===== src/mtru_pkg.sv =====
// Shared types, constants and table functions for the mip tile refcount update unit.
// No dependencies.
package mtru_pkg;

   localparam int MAX_TILES_WIDE_DEF = 128;
   localparam int MAX_TILES_HIGH_DEF = 128;
   localparam int MAX_MIPS_DEF       = 8;
   localparam int COUNT_BITS_DEF     = 16;

   typedef enum logic [1:0] {
      CSR_MAX_MIP    = 2'd0,
      CSR_MAP_WIDTH  = 2'd1,
      CSR_MAP_HEIGHT = 2'd2
   } csr_index_type;

   typedef enum logic [1:0] {
      ACT_CHANGE = 2'd0,
      ACT_LOAD   = 2'd1,
      ACT_EVICT  = 2'd2,
      ACT_ERROR  = 2'd3
   } action_type;

   typedef enum logic [1:0] {
      JOB_FEED  = 2'd0,
      JOB_BAD   = 2'd1,
      JOB_CLEAR = 2'd2
   } job_kind_type;

   typedef enum logic [2:0] {
      B_SWEEP = 3'd0,
      B_IDLE  = 3'd1,
      B_BAD   = 3'd2,
      B_WREAD = 3'd3,
      B_WCHK  = 3'd4,
      B_CADDR = 3'd5,
      B_CREAD = 3'd6,
      B_CUPD  = 3'd7
   } back_state_type;

   typedef struct packed {
      logic       cmd;
      logic [6:0] tile_x;
      logic [6:0] tile_y;
      logic [7:0] feedback_mip;
   } req_word_type;

   typedef struct packed {
      action_type action;
      logic [6:0] out_x;
      logic [6:0] out_y;
      logic [2:0] out_mip;
      logic       last;
   } rsp_word_type;

   typedef struct packed {
      job_kind_type kind;
      logic [6:0]   x;
      logic [6:0]   y;
      logic [3:0]   want;
   } job_type;

   typedef struct packed {
      logic sweeping;
   } back_status_type;

   function automatic int layer_wide(int s, int w);
      return (w + (1 << s) - 1) >> s;
   endfunction

   function automatic int layer_base(int s, int w, int h);
      int b;
      b = 0;
      for (int i = 0; i < s; i++) begin
         b += ((w + (1 << i) - 1) >> i) * ((h + (1 << i) - 1) >> i);
      end
      return b;
   endfunction

   function automatic int addr_bits(int n);
      return (n < 2) ? 1 : $clog2(n);
   endfunction

endpackage


===== src/mtru_front.sv =====
// Front end: configuration registers, input word classification and clamping.
// Depends on mtru_pkg.
module mtru_front #(
   parameter int MAX_TILES_WIDE = mtru_pkg::MAX_TILES_WIDE_DEF,
   parameter int MAX_TILES_HIGH = mtru_pkg::MAX_TILES_HIGH_DEF,
   parameter int MAX_MIPS       = mtru_pkg::MAX_MIPS_DEF
) (
   input  logic                    clock,
   input  logic                    reset,
   input  logic                    req_valid,
   output logic                    req_ready,
   input  mtru_pkg::req_word_type  req_word,
   input  logic                    csr_valid,
   output logic                    csr_ready,
   input  logic [1:0]              csr_index,
   input  logic [7:0]              csr_data,
   input  mtru_pkg::back_status_type status,
   output logic                    q_push,
   input  logic                    q_ready,
   output mtru_pkg::job_type       q_job
);

   logic [3:0] max_mip_ff, max_mip_in;
   logic [7:0] map_width_ff, map_width_in;
   logic [7:0] map_height_ff, map_height_in;
   logic [3:0] mx;
   logic       bad;

   assign csr_ready = 1'b1;

   always_comb begin
      max_mip_in    = max_mip_ff;
      map_width_in  = map_width_ff;
      map_height_in = map_height_ff;
      if (csr_valid) begin
         case (mtru_pkg::csr_index_type'(csr_index))
            mtru_pkg::CSR_MAX_MIP:    max_mip_in    = csr_data[3:0];
            mtru_pkg::CSR_MAP_WIDTH:  map_width_in  = csr_data;
            mtru_pkg::CSR_MAP_HEIGHT: map_height_in = csr_data;
            default: ;
         endcase
      end
   end

   always_ff @(posedge clock) begin
      if (reset) begin
         max_mip_ff    <= 4'(MAX_MIPS);
         map_width_ff  <= 8'd128;
         map_height_ff <= 8'd128;
      end else begin
         max_mip_ff    <= max_mip_in;
         map_width_ff  <= map_width_in;
         map_height_ff <= map_height_in;
      end
   end

   assign mx = (32'(max_mip_ff) > 32'(MAX_MIPS)) ? 4'(MAX_MIPS) : max_mip_ff;

   assign bad = ({1'b0, req_word.tile_x} >= map_width_ff)
             || ({1'b0, req_word.tile_y} >= map_height_ff)
             || (32'(req_word.tile_x) >= 32'(MAX_TILES_WIDE))
             || (32'(req_word.tile_y) >= 32'(MAX_TILES_HIGH));

   assign req_ready = q_ready && !status.sweeping;
   assign q_push    = req_valid && req_ready;

   always_comb begin
      q_job.x    = req_word.tile_x;
      q_job.y    = req_word.tile_y;
      q_job.want = (req_word.feedback_mip < {4'd0, mx}) ? req_word.feedback_mip[3:0] : mx;
      if (req_word.cmd) begin
         q_job.kind = mtru_pkg::JOB_CLEAR;
         q_job.want = mx;
      end else if (bad) begin
         q_job.kind = mtru_pkg::JOB_BAD;
      end else begin
         q_job.kind = mtru_pkg::JOB_FEED;
      end
   end

endmodule


===== config.mk =====
export PLATFORM = sky130hd
export DESIGN_NAME = mtru_front
export DESIGN_NICKNAME = d
export VERILOG_FILES = /design/src/mtru_pkg.sv /design/src/mtru_front.sv
export SDC_FILE = /design/constraint.sdc
export NUM_CORES = 1
export LEC_CHECK = 0
export ABC_CLOCK_PERIOD_IN_PS = 1900
export BUFFER_PORTS_ARGS = -buffer_cell sky130_fd_sc_hd__buf_2
export CAP_MARGIN = 20
export CORE_MARGIN = 1.5
export CORE_UTILIZATION = 40
export DETAILED_ROUTE_END_ITERATION = 8
export GPL_ROUTABILITY_DRIVEN = 0
export GPL_TIMING_DRIVEN = 0
export PLACE_DENSITY = 0.78
export SLEW_MARGIN = 20
export SYNTH_ARGS = -nofsm -noshare
export SYNTH_HDL_FRONTEND = slang
export SYNTH_SLANG_ARGS = --single-unit

===== constraint.sdc =====
create_clock -name clock -period 1.9 [get_ports clock]
set_clock_uncertainty 0.1 [all_clocks]
set_input_delay 0.095 -clock clock [delete_from_list [all_inputs] [get_ports clock]]
set_output_delay 0.095 -clock clock [all_outputs]
set_load 0.03 [all_outputs]

---- Word level (Yosys, flattened, before mapping) ----
Index checks and enable logic that the tools add are counted.
storage, ports and cells
  word-level logic and storage cells ...... 22
  flip-flop bits (word level) ............. 20
  input bits .............................. 39
operators by class
  equality and inequality tests ........... 2
  magnitude comparators ................... 4
  reductions and logical operators ........ 8
  mux-type cells .......................... 5
operator list
  cell                                                 number
  >= comparator 7 x 8 -> 1 bit                         2
  two-way mux 4 bit                                    3
  < comparator 8 x 4 -> 1 bit                          1
  AND reduction 2 bit                                  3
  > comparator 4 bit, second input constant            1
  equality test 2 x 1 -> 1 bit, second input constant  1
  equality test 2 bit, second input constant           1
  logical AND 1 bit                                    2
  zero test 2 bit                                      1
  two-way mux 2 bit                                    1
  zero test 1 bit                                      1
  logical OR 1 bit                                     1
  two-way mux 1 bit                                    1

---- Logic depth before layout (Yosys ltp) ----
  depth in word-level cells ............... 5
  depth in mapped cells ................... 6
  depth with buffers taken out ............ 6

---- Worst setup path before layout ----
OpenSTA, ideal clock, no wires.
  path type ............................... reg-to-output
  start point ............................. register max_mip_ff[3]
  end point ............................... output port q_job[1] (netlist name)
  arrival ................................. 1.731 ns
  buffers on the path ..................... 0
  cell stages (with the launch flop) ...... 6
  path slack .............................. -0.026 ns
  cell sequence ........................... dfxtp_1 -> inv_1 -> ha_1 -> a2111oi_4 -> o21ai_2 -> mux2i_1
RTL lines
  item                      line              RTL
  start: declaration        mtru_front.sv:23  logic [3:0] max_mip_ff, max_mip_in;
  start signal: assignment  mtru_front.sv:47  max_mip_ff <= 4'(MAX_MIPS);
  start signal: assignment  mtru_front.sv:51  max_mip_ff <= max_mip_in;
  end: declaration          mtru_front.sv:20  output mtru_pkg::job_type q_job

==> results <==
- Headroom to the max-slew limit came out at 44.5%.
- The power per cell area is 481 nW/um^2.
- The share of Yosys cell area claimed by the top area cell type is 29.2%.
- The critical setup path kind is flip-flop to primary output.
- After the last flow step, the layout net total stands at 286.
- A synthesized cell averages 8.91 sq um.
- The floorplan has 21 rows.
- The core outline area is 3310 sq um.
- The number of standard cells in the layout, taps in and fillers out is 275.
- Walking the worst path, the cells encountered are inv_4 -> ha_4 -> a2111oi_4 -> o21ai_2 -> buf_4 -> mux2i_1 -> buf_4.
- The clock transition time at the flip-flop clock pins of the worst setup and hold paths is 0.11 ns.
- TritonCTS built the clock tree.
- For this run, the number of Yosys warnings is 0.
- The pin count of the biggest net entering global routing is 12.
- The count of max-cap constraint violations is 0.
- The final critical path takes up 111% of the cycle.
- The first-pass GRT wire length is 4700 microns.
- Synthesis instantiated 30 different standard cells from the library.
- The total inserted antenna cells is 0.
- The via count is 1263.
- The number of vias per cell after detailed routing is 4.59.
- The final hold violation count is 0.
- The type of element capturing the critical path is a primary output.
- The total wirelength of the detailed-routed design is 3070 microns.
- The worst register-to-register path begins at max_mip_ff[3].
- The detailed placement HPWL is 2270 microns.
- The remaining antenna violation count is 0.
- The H-tree depth reported by CTS is 1.
- For this design the top-level I/O count stands at 62.
- Setup repair after global routing could not meet its margin everywhere.
- Grouping stages by cell kind, the critical path spends the most delay in compound AO/OA/AOI/OAI gates.
- Clock tree synthesis found a total of 20 sinks.
- The die covers 3790 sq um.
- The startpoint type of the worst setup path is a flip-flop.
- The stage delay of the slowest cell on the critical path is 0.37 ns.
- The chip width is 61.6 microns.
- The overall die height is 61.6 microns.
- After detailed placement, the total cell area comes to 1730 sq um.
- The final count of negative-setup-slack endpoints is 5.
- The net count of the mapped netlist is 210.
- The final reports fail on setup timing.
- The later pin in the worst-skew pair is clocked with a latency of 0.30 ns.
- After synthesis the netlist holds a flip-flop and latch count of 20.
- In this run the most critical hold path is launched from reset.
- The first-pass iteration count of the detailed router is 4.
- The aggregate global routing overflow is 0.
- The number of cells on the worst reg-to-reg path is 3.
- The transition at the pin with the smallest max-transition slack is 0.831 ns.
- The endpoint arrival time on the critical path is 1.91 ns.
- The routed wirelength normalized by instance count is 11.2 microns.
- The share of power burned in combinational logic is 30.9%.
- The switching power is 290 uW.
- After detailed routing, the number of remaining DRC violations is 0.
- Of the cells placed in the final design, the portion with a size suffix greater than 1 is 50.7%.
- The total track usage is 16.4%.
- The placed cell count is 259.
- In this run the static leakage power is 1.02 nW.
- Cell internal power was estimated by the tool at 702 uW.
- In this run the register-to-register setup slack is 0.94 ns.
- The synthesized design spends more area on one cell type than any other, namely sky130_fd_sc_hd__dfxtp_1.
- The synthesis-to-layout area growth is 50.5%.
- On the critical path, the stage with the largest delay is an instance of sky130_fd_sc_hd__dfxtp_2.
- The count of flip-flops with a built-in enable after synthesis is 0.
- The worst path required time is 1.70 ns.
- Counting flops with an async set or reset pin after synthesis yields a share of 0%.
- The number of antenna violations at the first check in global routing came to 0.
- The effective utilization at floorplan is 41.5%.
- The number of input and output port buffers inserted is 59.
- The cell area that synthesis handed to floorplanning was 1370 sq um.
- The tightest min-delay check is of the primary input to flip-flop type.
- The starting DRC count in detailed routing is 28.
- The end of the worst register-to-register path is max_mip_ff[3].
- The critical path crosses 7 cells after its start point.
- In the post-synthesis netlist, the biggest area contributors are sky130_fd_sc_hd__dfxtp_1, sky130_fd_sc_hd__ha_1, sky130_fd_sc_hd__mux2i_1.
- The clock power share is 24.2%.
- The clock tree root driver cell is sky130_fd_sc_hd__clkbuf_4.
- Subtracting the final worst setup slack from the clock period gives 2.10 ns.
- The flow ran to the end, but the final reports show violations.
- Synthesis produced a netlist whose cell count is 154.
- The worst hold path terminates at map_width_ff[1].
- Along the worst path, the maximum fanout reaches 4.
- In this design, the critical path's most frequently occurring cell is sky130_fd_sc_hd__buf_4.
- The count of final max-slew check failures is 0.
- The predominant post-synthesis flop cell is sky130_fd_sc_hd__dfxtp_1.
- After routing the design area is 2070 sq um.
- The number of global-route vias before repair is 1102.
- Timing would allow up to 475 MHz.
- The sequential share of the synthesized area is 29.2%.
- Setup slack on the critical path of the routed design comes to -0.203 ns.
- Of the total power, the share spent switching nets is 29.3%.
- The instance count along the most critical hold path is 2.
- The number of buffer and inverter stages on the critical path is 3.
- Across the VDD grid, the largest voltage drop is 0.320 mV.
- The maximum count of clock buffers along a single path is 2.
- The portion of total power attributed to sequential cells is 44.8%.
- In this run, CTS created clock tree buffers numbering 3.
repair_timing:
item                                    CTS  global route
hold buffers                              8             0
resized for setup                        38             5
endpoints found under the setup margin    5             5
gates cloned                              0             0
pin swaps                                 5             4
endpoints found under the hold margin    19             0
buffers inserted                          4             0
worst register-to-register path, stage by stage (launching register included):
cell,delay [ns]
sky130_fd_sc_hd__dfxtp_2,0.35
sky130_fd_sc_hd__inv_4,0.08
sky130_fd_sc_hd__nor2_1,0.05
sky130_fd_sc_hd__a211o_1,0.28
kinds of logic (layout without fill, tap and decap cells):
logic type	count (synthesis)	count (layout)	synth area share, %
mux	21	21	15.5
compound gates	16	16	10.3
other cells	1	1	0.273
flops	20	20	29.2
buf+inv	40	115	15.3
simple gates	39	39	13.9
fa+ha+maj	17	17	15.5
sequential cells by signal, indices dropped and copies added, names as in the netlist:
name	count
max_mip_ff	4
map_height_ff	8
map_width_ff	8
per-stage QoR:
step	total power, mW	utilization [%]	setup WS [ns]	hold WS, ns	TNS (ns)
floorplan	0.614	-	-0.0259	0.113	-0.0518
CTS	0.988	61.4	-0.193	0.0675	-0.840
detailed placement	0.704	52.1	-0.0592	0.251	-0.108
global placement	0.697	52.1	-0.0607	0.242	-0.112
finish	0.993	62.4	-0.203	0.0739	-0.867
global route	1.05	62.4	-0.377	0.0914	-1.47
synth_stat cells (all sizes together), types with 3 or more instances:
cell / n
inv: 20
nor2: 21
a2111oi: 3
ha: 17
clkbuf: 4
mux2i: 19
buf: 16
nand2b: 4
dfxtp: 20
nand2: 4
cell usage in the layout, fill, tap and decap left out, types with 7 or more instances in the layout:
master / n
sky130_fd_sc_hd__buf_2: 54
sky130_fd_sc_hd__buf_4: 22
sky130_fd_sc_hd__nor2_1: 21
sky130_fd_sc_hd__mux2i_1: 19
sky130_fd_sc_hd__inv_1: 16
sky130_fd_sc_hd__dfxtp_1: 13
sky130_fd_sc_hd__ha_1: 10
sky130_fd_sc_hd__dlygate4sd3_1: 8
sky130_fd_sc_hd__ha_4: 7
sky130_fd_sc_hd__dfxtp_2: 7
power by group through the flow:
stage | Combinational, mW | Sequential (mW) | Clock (mW)
3_5_place_dp | 0.252 | 0.452 | 0
2_1_floorplan | 0.165 | 0.450 | 0
3_3_place_gp | 0.245 | 0.452 | 0
6_report | 0.307 | 0.445 | 0.241
5_1_grt | 0.340 | 0.447 | 0.267
4_1_cts | 0.298 | 0.445 | 0.245
layer usage:
metal | track usage, % | wire length (microns)
met3 | 1.47 | 127
met5 | 0 | 0
met2 | 27.4 | 1450
met4 | 5.47 | 44
met1 | 22.2 | 1440
final cells by class:
class                      instances  area, sq um
fill                             277         1240
timing repair buffer              71          429
inverter                          20         77.6
clock buffer                       4         36.3
multi-input combinational         94          921
tap                               46         57.6
buffer                            20          135
sequential                        20          409
worst max-delay path by stage:
stage	start	endpoint	slack [ns]
2_1_floorplan	max_mip_ff[3]	q_job[1]	-0.03
3_3_place_gp	max_mip_ff[3]	q_job[3]	-0.06
3_5_place_dp	max_mip_ff[3]	q_job[3]	-0.06
4_1_cts	max_mip_ff[3]	q_job[2]	-0.19
5_1_grt	max_mip_ff[3]	q_job[2]	-0.38
6_report	max_mip_ff[3]	q_job[2]	-0.20
Power figures use the tool's default switching activity.
