**config.mk**
```make
export PLATFORM = sky130hd
export DESIGN_NAME = mtru_queue
export DESIGN_NICKNAME = d
export VERILOG_FILES = /design/src/mtru_pkg.sv /design/src/mtru_queue.sv
export SDC_FILE = /design/constraint.sdc
export NUM_CORES = 1
export LEC_CHECK = 0
export BUFFER_PORTS_ARGS = -buffer_cell sky130_fd_sc_hd__buf_2
export CAP_MARGIN = 20
export CORE_MARGIN = 1
export CORE_UTILIZATION = 46
export CTS_CLUSTER_SIZE = 40
export DETAILED_ROUTE_END_ITERATION = 16
export HOLD_SLACK_MARGIN = 0.03
export PLACE_DENSITY = 0.73
export SKIP_CTS_REPAIR_TIMING = 1
export SLEW_MARGIN = 0
export SYNTH_ARGS = -nofsm -noshare
export SYNTH_HDL_FRONTEND = slang
export SYNTH_SLANG_ARGS = --single-unit
```
**constraint.sdc**
```tcl
create_clock -name clock -period 1.8 [get_ports clock]
set_clock_uncertainty 0.2 [all_clocks]
set_input_delay 0.27 -clock clock [delete_from_list [all_inputs] [get_ports clock]]
set_output_delay 0.27 -clock clock [all_outputs]
set_load 0.05 [all_outputs]
```
**src/mtru_pkg.sv**
```systemverilog
// Shared types, constants and table functions for the mip tile refcount update unit.
// No dependencies.
package mtru_pkg;

   localparam int MAX_TILES_WIDE_DEF = 128;
   localparam int MAX_TILES_HIGH_DEF = 128;
   localparam int MAX_MIPS_DEF       = 8;
   localparam int COUNT_BITS_DEF     = 16;

   typedef enum logic [1:0] {
      CSR_MAX_MIP    = 2'd0,
      CSR_MAP_WIDTH  = 2'd1,
      CSR_MAP_HEIGHT = 2'd2
   } csr_index_type;

   typedef enum logic [1:0] {
      ACT_CHANGE = 2'd0,
      ACT_LOAD   = 2'd1,
      ACT_EVICT  = 2'd2,
      ACT_ERROR  = 2'd3
   } action_type;

   typedef enum logic [1:0] {
      JOB_FEED  = 2'd0,
      JOB_BAD   = 2'd1,
      JOB_CLEAR = 2'd2
   } job_kind_type;

   typedef enum logic [2:0] {
      B_SWEEP = 3'd0,
      B_IDLE  = 3'd1,
      B_BAD   = 3'd2,
      B_WREAD = 3'd3,
      B_WCHK  = 3'd4,
      B_CADDR = 3'd5,
      B_CREAD = 3'd6,
      B_CUPD  = 3'd7
   } back_state_type;

   typedef struct packed {
      logic       cmd;
      logic [6:0] tile_x;
      logic [6:0] tile_y;
      logic [7:0] feedback_mip;
   } req_word_type;

   typedef struct packed {
      action_type action;
      logic [6:0] out_x;
      logic [6:0] out_y;
      logic [2:0] out_mip;
      logic       last;
   } rsp_word_type;

   typedef struct packed {
      job_kind_type kind;
      logic [6:0]   x;
      logic [6:0]   y;
      logic [3:0]   want;
   } job_type;

   typedef struct packed {
      logic sweeping;
   } back_status_type;

   function automatic int layer_wide(int s, int w);
      return (w + (1 << s) - 1) >> s;
   endfunction

   function automatic int layer_base(int s, int w, int h);
      int b;
      b = 0;
      for (int i = 0; i < s; i++) begin
         b += ((w + (1 << i) - 1) >> i) * ((h + (1 << i) - 1) >> i);
      end
      return b;
   endfunction

   function automatic int addr_bits(int n);
      return (n < 2) ? 1 : $clog2(n);
   endfunction

endpackage

```
**src/mtru_queue.sv**
```systemverilog
// Two-entry job queue between front and back ends.
// Depends on mtru_pkg.
module mtru_queue (
   input  logic              clock,
   input  logic              reset,
   input  logic              push,
   output logic              push_ready,
   input  mtru_pkg::job_type push_job,
   output logic              pop_valid,
   input  logic              pop,
   output mtru_pkg::job_type pop_job
);

   mtru_pkg::job_type slot_ff [2];
   logic       wr_ff, wr_in;
   logic       rd_ff, rd_in;
   logic [1:0] cnt_ff, cnt_in;

   assign push_ready = cnt_ff != 2'd2;
   assign pop_valid  = cnt_ff != 2'd0;
   assign pop_job    = slot_ff[rd_ff];

   always_comb begin
      wr_in  = push ? ~wr_ff : wr_ff;
      rd_in  = pop ? ~rd_ff : rd_ff;
      cnt_in = cnt_ff + 2'(push) - 2'(pop);
   end

   always_ff @(posedge clock) begin
      if (reset) begin
         wr_ff  <= 1'b0;
         rd_ff  <= 1'b0;
         cnt_ff <= 2'd0;
      end else begin
         wr_ff  <= wr_in;
         rd_ff  <= rd_in;
         cnt_ff <= cnt_in;
      end
   end

   always_ff @(posedge clock) begin
      if (push) begin
         slot_ff[wr_ff] <= push_job;
      end
   end

endmodule

```
==> After elaboration in Yosys (flattened, before gate mapping) <==
Memories as Yosys holds them, arrays and structs flattened. A register that Yosys moved wholly into a read port is not among the register bits.
Cells that the tools add are included.
{ "classes": {"add_sub_neg": 2, "n_reduce_logical": 1, "eq_ne": 1, "bitwise": 2, "n_mux": 4} }
{ "ops": {"columns": ["operator", "n"], "rows": [
  ["$mux 1", 4],
  ["$add 2x1->2", 1],
  ["$ne 2x2->1 const B", 1],
  ["$not 1->1", 2],
  ["$reduce_bool 2->1", 1],
  ["$sub 2x1->2", 1]
]} }
{ "word_totals": {"reg_bits": 4, "word_cells": 14, "mem_count": 1, "in_bits": 24, "out_inout_bits": 22, "ram_bits": 40} }
{ "mem_list": {"columns": ["memory", "depth", "width", "read_ports", "rd_ports_with_merged_regs", "wr", "line", "rtl"], "rows": [
  ["slot_ff", 2, 20, 1, 1, 1, "mtru_queue.sv:14", "mtru_pkg::job_type slot_ff [2];"]
]} }

==> Logic depth before layout (Yosys ltp) <==
{ "depth": {"word_depth": 3, "ltp_mapped": 6, "depth_no_buf": 6} }

==> Least setup slack after synthesis <==
No wires, ideal clock.
{ "synth_path": {"kind": "register to register", "from": "reg wr_ff", "to": "mem slot_ff[0][0] in the netlist's numbering, enable pin", "stages_incl_launch_ff": 2, "synth_period_minus_slack_ps": 1839, "setup_time_ps": 399, "setup_slack_ps": -39, "path_buffers": 0, "required_ps": 1201, "t_arrival_ps": 1240, "cell_sequence": "dfxtp_1 nor2b_1"} }
{ "synth_rtl": {"columns": ["item", "line", "rtl"], "rows": [
  ["start: declaration", "mtru_queue.sv:15", "logic wr_ff, wr_in;"],
  ["start signal: assignment", "mtru_queue.sv:35", "wr_ff <= wr_in;"],
  ["end: declaration", "mtru_queue.sv:14", null]
]} }
Straight into the memory's write port.

==> flow_summary.html <==
<table>
<tr><th>Metric</th><th>Value</th></tr>
<tr><th colspan="2">Pwr</th></tr>
<tr><td>Leak</td><td>1.03 nW</td></tr>
<tr><td>Cell Pwr Density</td><td>roughly 980 mW/mm2</td></tr>
<tr><td>Overall power consumption</td><td>roughly 2.5 mW</td></tr>
<tr><td>Max rail drop VDD</td><td>about 0.61 mV</td></tr>
<tr><th colspan="2">Clock tree</th></tr>
<tr><td>CTS HTree Levels</td><td>2</td></tr>
<tr><td>Maximum count of clock buffers along a single path</td><td>2</td></tr>
<tr><td>CTS sink cnt</td><td>between 40 and 50</td></tr>
<tr><td>CTS Root Cell</td><td>clkbuf_8</td></tr>
<tr><td>Clk Latency, worst-skew pair</td><td>slightly below 0.3 ns</td></tr>
<tr><td>Clock Pin Slew Worst Setup and Hold Paths</td><td>0.08 ns</td></tr>
<tr><td>Clock buffers created by TritonCTS</td><td>5</td></tr>
<tr><td>Clock tree from TritonCTS</td><td>done</td></tr>
<tr><th colspan="2">Critical path</th></tr>
<tr><td>Reg2reg end</td><td>cnt_ff[1]$_SDFF_PP0_</td></tr>
<tr><td>Kind of launch point of the worst setup path</td><td>register</td></tr>
<tr><td>R2r startpoint</td><td>cnt_ff[0]$_SDFF_PP0_</td></tr>
<tr><td>Critical-path maximum fanout</td><td>5</td></tr>
<tr><td>Cells along the critical path</td><td>clkbuf_16 -&gt; mux2_4 -&gt; buf_6</td></tr>
<tr><td>Largest stage delay, worst path</td><td>about 0.42 ns</td></tr>
<tr><td>Library cell contributing the largest single delay on the critical path</td><td>dfxtp_4</td></tr>
<tr><td>Critical Path RT</td><td>about 1.3 ns</td></tr>
<tr><td>R2R cell count</td><td>6</td></tr>
<tr><td>Register-to-register setup slack</td><td>0.38 ns</td></tr>
<tr><td>Kind of end point of the critical path</td><td>output pin</td></tr>
<tr><td>Data arrival time of the worst path</td><td>~1.3 ns</td></tr>
<tr><td>Startpoint-to-endpoint class of the critical path</td><td>register to output pin</td></tr>
<tr><th colspan="2">Hold path</th></tr>
<tr><td>Hold Crit Start</td><td>pop</td></tr>
<tr><td>Hold Path Depth</td><td>3</td></tr>
<tr><td>End of the worst hold path</td><td>rd_ff$_SDFFE_PP0P_</td></tr>
<tr><td>Hold Path Class</td><td>input port to register</td></tr>
<tr><th colspan="2">Route</th></tr>
<tr><td>First drt pass iteration count</td><td>4</td></tr>
<tr><td>DR vias</td><td>around 960</td></tr>
<tr><td>Detailed-route DRC error count</td><td>0</td></tr>
<tr><td>Wire per inst</td><td>around 15 um</td></tr>
<tr><td>Routed WL</td><td>just over 3000 um</td></tr>
<tr><td>Number of antenna-violating nets in the routed design</td><td>0</td></tr>
<tr><td>Count of routing violations after the opening detailed-route iteration</td><td>38</td></tr>
<tr><td>Routed vias/inst</td><td>4.63</td></tr>
<tr><th colspan="2">Synthesis</th></tr>
<tr><td>Async set-or-reset flop fraction in the synthesized netlist</td><td>0</td></tr>
<tr><td>Mean post-synth cell area</td><td>about 21 um2</td></tr>
<tr><td>Most common cell in the netlist</td><td>edfxtp_1</td></tr>
<tr><td>EDFF count, synth</td><td>40</td></tr>
<tr><td>Syn Nets</td><td>109</td></tr>
<tr><td>Sequential element share of the synthesized area</td><td>0.748</td></tr>
<tr><td>Most used flip-flop cell after synthesis</td><td>edfxtp_1</td></tr>
<tr><td>Flip-flop and latch count after synthesis</td><td>45</td></tr>
<tr><td>Combinational family with the most area after synthesis</td><td>multiplexers</td></tr>
<tr><td>Fraction of the mapped netlist area in compound gates</td><td>0</td></tr>
<tr><td>Leading post-synthesis cells by cell area</td><td>edfxtp_1 69%, mux2_4 17%, dfxtp_1 5.8%, ha_1 1.4%, buf_6 1.3%</td></tr>
<tr><td>Post-Syn Instances</td><td>83</td></tr>
<tr><td>Synthesized-area fraction occupied by and/or/nand/nor cells</td><td>0.0252</td></tr>
<tr><td>Fraction of synthesized cell area in xor and xnor cells</td><td>0.0230</td></tr>
<tr><td>Cell area after synthesis</td><td>~0.0017 mm2</td></tr>
<tr><td>Adder-cell share of the synthesized area</td><td>0.0144</td></tr>
<tr><td>Mux share of post-synthesis cell area</td><td>0.173</td></tr>
<tr><td>Number of warnings reported in the yosys synthesis log</td><td>0</td></tr>
<tr><td>Cell accounting for the most synthesized area</td><td>edfxtp_1</td></tr>
<tr><td>Cell variety after synth</td><td>13</td></tr>
<tr><td>Commonest cells in the netlist</td><td>40 x edfxtp_1, 20 x mux2_4, 5 x dfxtp_1, 4 x nor2_1</td></tr>
<tr><td>Synth top area share</td><td>0.690</td></tr>
<tr><th colspan="2">Final layout</th></tr>
<tr><td>Area occupied by multi-input gates</td><td>between 400 and 500 um2</td></tr>
<tr><td>Number of fill cells</td><td>230</td></tr>
<tr><td>Ratio of cells with drive above 1 in the final layout</td><td>0.503</td></tr>
<tr><td>Register area</td><td>0.00131 mm2</td></tr>
<tr><td>Post-route non-filler standard cell count</td><td>207</td></tr>
<tr><td>Number of antenna cells inserted</td><td>0</td></tr>
<tr><td>NumNets Final</td><td>approximately 190</td></tr>
<tr><td>Signed area change from the synthesized netlist to the final layout</td><td>45.8%</td></tr>
<tr><td>Final cell utilization of the core</td><td>0.732</td></tr>
<tr><th colspan="2">Place</th></tr>
<tr><td>Post-place setup slack</td><td>~0.26 ns</td></tr>
<tr><td>IO buf count</td><td>45</td></tr>
<tr><td>Placed cell count</td><td>between 150 and 200</td></tr>
<tr><td>RD Place Congestion</td><td>0.619</td></tr>
<tr><th colspan="2">Timing</th></tr>
<tr><td>Final hold violations</td><td>0</td></tr>
<tr><td>Slew at the pin closest to its max-slew limit</td><td>0.272 ns</td></tr>
<tr><td>Setup TNS Final</td><td>-0.0591 ns</td></tr>
<tr><td>Setup repair after global routing missed its margin</td><td>yes</td></tr>
<tr><td>Number of max-slew violations in the final report</td><td>0</td></tr>
<tr><td>Share of the cycle needed by the critical path after routing</td><td>1.01</td></tr>
<tr><td>Slew HR</td><td>0.818</td></tr>
<tr><td>Time the final worst path needs with I/O delays and setup</td><td>1.81 ns</td></tr>
<tr><td>Final number of setup-violating endpoints</td><td>10</td></tr>
<tr><td>Achievable clock frequency</td><td>around 550 MHz</td></tr>
<tr><td>Setup slack after layout</td><td>-0.0145 ns</td></tr>
<tr><th colspan="2">Global routing</th></tr>
<tr><td>Number of antenna violations at the first check in global routing</td><td>0</td></tr>
<tr><td>Pin count of the biggest net entering global routing</td><td>21</td></tr>
<tr><td>Wire length of the first global-routing pass</td><td>roughly 3900 um</td></tr>
<tr><td>Total routing usage reported by global routing</td><td>0.132</td></tr>
<tr><td>Vias in the first global route</td><td>860</td></tr>
<tr><td>Global-route congestion overflow total</td><td>0</td></tr>
<tr><th colspan="2">Flow run</th></tr>
<tr><td>Maximum capacitance violations</td><td>0</td></tr>
<tr><th colspan="2">Floorplanning</th></tr>
<tr><td>Starting density of the core</td><td>0.502</td></tr>
<tr><td>CORE AREA</td><td>roughly 0.0035 mm2</td></tr>
<tr><td>DIE HEIGHT</td><td>63.5 um</td></tr>
<tr><td>Width of the chip</td><td>63.5 um</td></tr>
<tr><td>Number of core rows</td><td>21</td></tr>
<tr><td>Die area</td><td>0.00403 mm2</td></tr>
<tr><td>Number of top-level pins</td><td>46</td></tr>
<tr><th colspan="2">Run status</th></tr>
<tr><td>Violated checks</td><td>setup timing</td></tr>
<tr><td>Result of the run</td><td>complete, but fails checks</td></tr>
</table>
[area by class of cell]
class,instances,share of cell area
clock inverter,3,0.00690
timing repair buffer,72,0.264
sequential,45,0.514
clock buffer,5,0.0271
multi-input combinational,34,0.162
inverter,2,0.00296
tap,46,0.0227
[registers in the layout, indices dropped and copies added (netlist names), named ones only]
| register | flops |
|---|---|
| cnt_ff | 2 |
| rd_ff | 1 |
| slot_ff | 40 |
| wr_ff | 1 |
[layout by cell type (no fill, tap or decap)]
cell type | netlist | final
ha_1 | 2 | 2
edfxtp_1 | 40 | 40
buf_2 | 0 | 25
mux2_4 | 20 | 20
nor2b_2 | 0 | 1
dfxtp_1 | 5 | 4
buf_4 | 0 | 1
and2_1 | 1 | 1
buf_6 | 2 | 21
dfxtp_4 | 0 | 1
nor2_1 | 4 | 4
inv_1 | 2 | 2
nor2b_1 | 2 | 1
buf_12 | 0 | 2
clkinv_2 | 0 | 2
clkbuf_8 | 0 | 5
xnor3_1 | 1 | 1
dlygate4sd3_1 | 0 | 21
clkinvlp_4 | 0 | 1
or2_1 | 1 | 1
clkbuf_16 | 0 | 2
xnor2_1 | 2 | 2
nand2_1 | 1 | 1
[metal layers]
metal | vias to the layer above | GRT usage | wire length, um | part of all wire
met5 | - | 0 | 0 | 0
met4 | 0 | 0.0682 | 51 | 0.016
met3 | 7 | 0.0616 | 130 | 0.042
met2 | 26 | 0.225 | 1770 | 0.57
met1 | 457 | 0.134 | 1140 | 0.37
li1 | 469 | - | - | -
[critical path: cells and delay by family (launching register included)]
kind / cells / cell delay, ns
flops: 1 / 0.42
buf+inv: 2 / 0.32
mux: 1 / 0.30
[logic make-up after synthesis]
group	Yosys count
buf+inv	4
mux	20
flops	45
simple gates	9
xor+xnor	3
fa+ha+maj	2
[power breakdown]
group | total, mW | internal, mW | switching, mW
Clock | 0.579 | 0.267 | 0.312
Combinational | 0.670 | 0.305 | 0.365
Sequential | 1.25 | 1.22 | 0.0326
Total | 2.50 | 1.79 | 0.709
[how the worst max path moves through the flow]
stage / startpoint / endpoint / slack [ns] / cells past startpoint
floorplan: wr_ff$_SDFFE_PP0P_ / slot_ff[1][0]$_DFFE_PP_ / 0.32 / 1
global placement: register / pop_job[0] / 0.27 / 3
detailed placement: register / pop_job[17] / 0.26 / 3
CTS: register / pop_job[17] / -0.10 / 3
global route: register / pop_job[11] / -0.06 / 3
finish: register / pop_job[13] / -0.01 / 3
[through the flow]
step                      cell area [um2]  hold WS (ns)
final                                2540        0.0771
after global routing                 2540        0.0986
after CTS                            2140       -0.0462
after detailed placement             2050         0.263
after global placement               2050         0.258
after floorplan                      1740         0.142
No activity file was read; power rests on OpenSTA's default activity.
